$ cat src/rtl/core/imuari_pkg.sv
// ----------------------------------------------------------------------------
// IMU rotate/integrate package
// Widths, constants and shared types for the acceleration rotation and
// dead-reckoning integration block.
// ----------------------------------------------------------------------------
package imuari_pkg;

    // Fraction bits of the quaternion components.
    localparam int QUAT_FRAC_BITS = 14;

    localparam int QUAT_W   = 16;
    localparam int ACC_IN_W = 16;
    localparam int DT_W     = 20;
    localparam int DB_W     = 16;
    localparam int ACC_W    = 17;
    localparam int VEL_W    = 48;
    localparam int POS_W    = 63;

    // Sum of two quaternion products, and that sum times one acceleration.
    localparam int PROD_W    = 2 * QUAT_W + 1;
    localparam int PA_W      = PROD_W + ACC_IN_W;
    localparam int ROT_SHIFT = 2 * QUAT_FRAC_BITS;
    localparam int SUM_W     = ((ROT_SHIFT > PA_W) ? ROT_SHIFT : PA_W) + 4;

    // Velocity update and the split velocity-times-time product.
    localparam int DV_W    = VEL_W + 1;
    localparam int SPLIT_W = VEL_W / 2;
    localparam int PART_W  = (VEL_W - SPLIT_W) + DT_W + 1;
    localparam int PD_W    = POS_W + 7;

    localparam int QUEUE_DEPTH = 2;
    localparam int PTR_W       = (QUEUE_DEPTH > 1) ? $clog2(QUEUE_DEPTH) : 1;
    localparam int CNT_W       = $clog2(QUEUE_DEPTH + 1);

    localparam logic [DB_W-1:0] DEADBAND_RST = DB_W'(38);

    // One sample after the front end: rotation matrix rows and the raw vectors.
    typedef struct packed {
        logic signed [PROD_W-1:0]   px0;
        logic signed [PROD_W-1:0]   px1;
        logic signed [PROD_W-1:0]   px2;
        logic signed [PROD_W-1:0]   py0;
        logic signed [PROD_W-1:0]   py1;
        logic signed [PROD_W-1:0]   py2;
        logic signed [ACC_IN_W-1:0] ax;
        logic signed [ACC_IN_W-1:0] ay;
        logic signed [ACC_IN_W-1:0] az;
        logic [DT_W-1:0]            dt;
        logic                       zero_step;
    } t_item;

    typedef enum logic [2:0] {
        ST_LOAD,
        ST_SUM,
        ST_VEL,
        ST_MUL,
        ST_POS
    } t_state;

endpackage

$ cat src/rtl/core/imuari_queue.sv
// ----------------------------------------------------------------------------
// IMU rotate/integrate sample queue
// Short first-in first-out buffer between the front end and the integrator.
// ----------------------------------------------------------------------------
module imuari_queue import imuari_pkg::*; (
    input  logic  i_clk,
    input  logic  i_rst_n,
    input  logic  i_push,
    input  t_item i_item,
    output logic  o_full,
    input  logic  i_pop,
    output logic  o_empty,
    output t_item o_head
);

    t_item            r_mem [QUEUE_DEPTH];
    logic [PTR_W-1:0] r_wr_ptr, r_rd_ptr;
    logic [CNT_W-1:0] r_count;
    logic [PTR_W-1:0] n_wr_ptr, n_rd_ptr;
    logic [CNT_W-1:0] n_count;

    assign o_full  = (r_count == CNT_W'(QUEUE_DEPTH));
    assign o_empty = (r_count == '0);
    assign o_head  = r_mem[r_rd_ptr];

    always_comb begin
        n_wr_ptr = r_wr_ptr;
        n_rd_ptr = r_rd_ptr;
        n_count  = r_count;
        if (i_push) begin
            n_wr_ptr = (r_wr_ptr == PTR_W'(QUEUE_DEPTH - 1)) ? '0 : r_wr_ptr + 1'b1;
        end
        if (i_pop) begin
            n_rd_ptr = (r_rd_ptr == PTR_W'(QUEUE_DEPTH - 1)) ? '0 : r_rd_ptr + 1'b1;
        end
        if (i_push && !i_pop) begin
            n_count = r_count + 1'b1;
        end else if (i_pop && !i_push) begin
            n_count = r_count - 1'b1;
        end
    end

    always_ff @(posedge i_clk) begin
        if (!i_rst_n) begin
            r_wr_ptr <= '0;
            r_rd_ptr <= '0;
            r_count  <= '0;
        end else begin
            r_wr_ptr <= n_wr_ptr;
            r_rd_ptr <= n_rd_ptr;
            r_count  <= n_count;
        end
    end

    always_ff @(posedge i_clk) begin
        if (i_push) begin
            r_mem[r_wr_ptr] <= i_item;
        end
    end

    a_no_overflow: assert property (@(posedge i_clk) disable iff (!i_rst_n)
        i_push |-> (!o_full || i_pop))
        else $error("queue written while full");

    a_no_underflow: assert property (@(posedge i_clk) disable iff (!i_rst_n)
        i_pop |-> !o_empty)
        else $error("queue read while empty");

endmodule

$ cat config.mk
export PLATFORM = sky130hd
export DESIGN_NAME = imuari_queue
export DESIGN_NICKNAME = d
export VERILOG_FILES = /design/src/rtl/core/imuari_pkg.sv /design/src/rtl/core/imuari_queue.sv
export SDC_FILE = /design/constraint.sdc
export NUM_CORES = 1
export LEC_CHECK = 0
export BUFFER_PORTS_ARGS = -buffer_cell sky130_fd_sc_hd__clkbuf_2
export CELL_PAD_IN_SITES_DETAIL_PLACEMENT = 0
export CELL_PAD_IN_SITES_GLOBAL_PLACEMENT = 1
export CORE_MARGIN = 3
export CORE_UTILIZATION = 41
export CTS_CLUSTER_SIZE = 28
export DETAILED_ROUTE_END_ITERATION = 7
export MAX_ROUTING_LAYER = met4
export PLACE_DENSITY_LB_ADDON = 0.1
export SLEW_MARGIN = 20
export SYNTH_ARGS = -nofsm -noshare
export SYNTH_HDL_FRONTEND = slang
export SYNTH_SLANG_ARGS = --single-unit
$ cat constraint.sdc
create_clock -name i_clk -period 15.31 [get_ports i_clk]
set_clock_uncertainty 0.15 [all_clocks]
set_input_delay 3.8275 -clock i_clk [delete_from_list [all_inputs] [get_ports i_clk]]
set_output_delay 3.8275 -clock i_clk [all_outputs]
set_load 0.005 [all_outputs]
==> results.cfg <==
[detailed_routing]
drc = 0
drt_iter0_markers = 514
num_vias = 10100
post_drt_wl_per_cell_microns = 22.3
wirelength_microns = 48300
drt_first_pass_iters = 4
antenna_left = 0
viasPerCell = 4.66

[clocking]
clock_latency_ns = 0.58
post_cts_buffers = 0
clock_sinks = 539
holdBufCountCts = 0
numCtsBuffers = 56
clkTransAtPathRegs_ns = 0.06
cts_root_buffer = clkbuf_16
cts_buffer_depth = 3
ctsResizeCount = 0
cts_tree = built
htree_levels = 2

[timing]
finalHoldViolations = 0
tns_ns = 0
worst_pin_slew_ns = 1.07
maxSlewHeadroom = 0.286
fmax_mhz = 131
post-route-period-util = 0.499
fin_crit_ns = 7.64
drv_slew = 0
setup_viol = 0
rsz0062_at_grt = no
whs_ns = 0.365
layout_setup_ws_ns = 7.67

[grt]
grt_pass1_wl_microns = 69200
grt_pass1_vias = 10800
grt_start_max_net_pins = 142
grt.total_usage = 0.185
grt_overflow_total = 0
antenna_found_initial = 25

[placed_design]
dp_hpwl_microns = 34100
pre_cts_ws_ns = 8.19
place.gp.congestion = 0.812
port_buffers = 539
dpl_cell_area_sq_mm = 0.0238

[cells_and_area]
seqCellArea_sq_mm = 0.0161
layout-drive-gt1-share = 0.612
fin_util = 0.523
fin_nets = 1701
fin_area_sq_mm = 0.0257
multi_input_area_sq_mm = 0.00399
area_growth_pct = 25.6
n_fill_cell = 4080

[worst_setup_path]
start_kind = flop
cp_max_fo = 58
worstPathArrival_ns = 3.66
endpoint_kind = primary output
path_class = flop to primary output
cp.required_ns = 11.33
r2r-start = r_wr_ptr$_SDFFE_PN0P_

[power_and_ir_drop]
power_switching_uw = 732
p_clk_frac = 0.394
p_int_uw = 2710
p_comb_frac = 0.103
p_sw_frac = 0.213
power.static_leakage_uw = 0.0102
seq_power_share = 0.503
power_density_mw_per_mm2 = 134
ir_drop_mv = 0.0908

[run]
cap_violations = 0

[logic_synthesis]
syn-num-nets = 1125
seq_area_frac_synth = 0.789
synthTopCellsByCount = edfxtp_1, mux2_4, mux2_2, buf_6, dfxtp_1
synth_edf_count = 534
yosysTopAreaCellShare = 0.784
syn_avg_cell_area_sq_um = 24.0
yosysWarnings = 0
synth_top_area_cell = edfxtp_1
postSynthCellCount = 853
synth.distinct_cells = 17
synth_most_common_cell = edfxtp_1
ys_async_sr_fraction = 0
ys.flop_type = edfxtp_1
synth-seq-cells = 539
synth_area_leaders = edfxtp_1, mux2_4, mux2_2
syn_area_sq_mm = 0.0204

[worst_hold_path]
min-delay-start = r_count[1]$_SDFFE_PN0P_
hp-class = flop to flop

[floorplanning]
dieArea_sq_mm = 0.0526
die_y_microns = 229
die_w_microns = 229
coreArea_sq_mm = 0.0491
initial_core_util = 0.417
rows = 81
ios = 540

[outcome]
status = completed
-- registers in the layout, summed over array words and instances (netlist names), named ones only --
signal / cells
r_rd_ptr: 1
r_mem: 534
r_count: 2
r_wr_ptr: 1
-- logic make-up after synthesis --
logic type               Yosys count  synth area share
adder cells (fa/ha/maj)            1          0.000612
buffers and inverters             31            0.0158
AND/OR/NAND/NOR                    9           0.00263
XOR/XNOR                           3           0.00129
multiplexers                     267             0.189
AO/OA/AOI/OAI                      3          0.000979
flip-flops                       539             0.789
-- path summary, 6_finish.rpt --
path / end / slack (ns) / cells after the start
min reg2reg: r_count[1]$_SDFFE_PN0P_ / 0.36 / 2
max reg2reg: r_mem[0][113]$_DFFE_PP_ / 12.03 / 3
min: r_count[1]$_SDFFE_PN0P_ / 0.36 / 2
max: o_head[3] / 7.67 / 4
-- worst max-delay path, cell delays in order, from the launching register on --
cell      delay [ns]
dfxtp_4         0.70
buf_4           0.82
buf_4           0.90
mux2_2          0.43
clkbuf_2        0.11
-- routing by layer --
metal / track usage / part of all wire
met3: 0.0787 / 0.095
met5: - / 0
met2: 0.308 / 0.51
met1: 0.191 / 0.36
met4: 0.0808 / 0.037
-- placed cells by master, fill, tap and decap left out, types with 2 or more instances in the layout --
cell and instances:
and2_1 3, buf_12 2, clkinvlp_4 5, edfxtp_1 534, mux2_4 230, clkinv_1 11, clkbuf_16 57, buf_4 7
diode_2 25, nor2b_1 2, mux2_2 37, clkinv_2 12, clkbuf_2 539, clkbuf_1 7, inv_6 2, xor2_1 2
dfxtp_1 4, bufinv_16 8
-- power groups by stage --
stage / Combinational [uW] / Sequential (uW) / Clock (uW)
floorplan: 208 / 1770 / 0
global placement: 360 / 1760 / 0
detailed placement: 361 / 1770 / 0
CTS: 363 / 1730 / 1400
global route: 381 / 1740 / 1450
finish: 354 / 1730 / 1360
-- per-stage QoR --
| stage | power, uW | instances |
|---|---|---|
| after detailed placement | 2130 | 2035 |
| after floorplan | 1980 | 853 |
| after global placement | 2120 | 2035 |
| after global routing | 3570 | 2162 |
| after CTS | 3490 | 2137 |
| final | 3440 | 2162 |
-- cell type report --
type,instances,area share
clock inverter,38,0.0155
sequential,539,0.629
multi-input combinational,283,0.156
tap,664,0.0324
inverter,1,0.000146
antenna,25,0.00244
clock buffer,64,0.0566
timing repair buffer,548,0.109
Power figures use the tool's default switching activity.
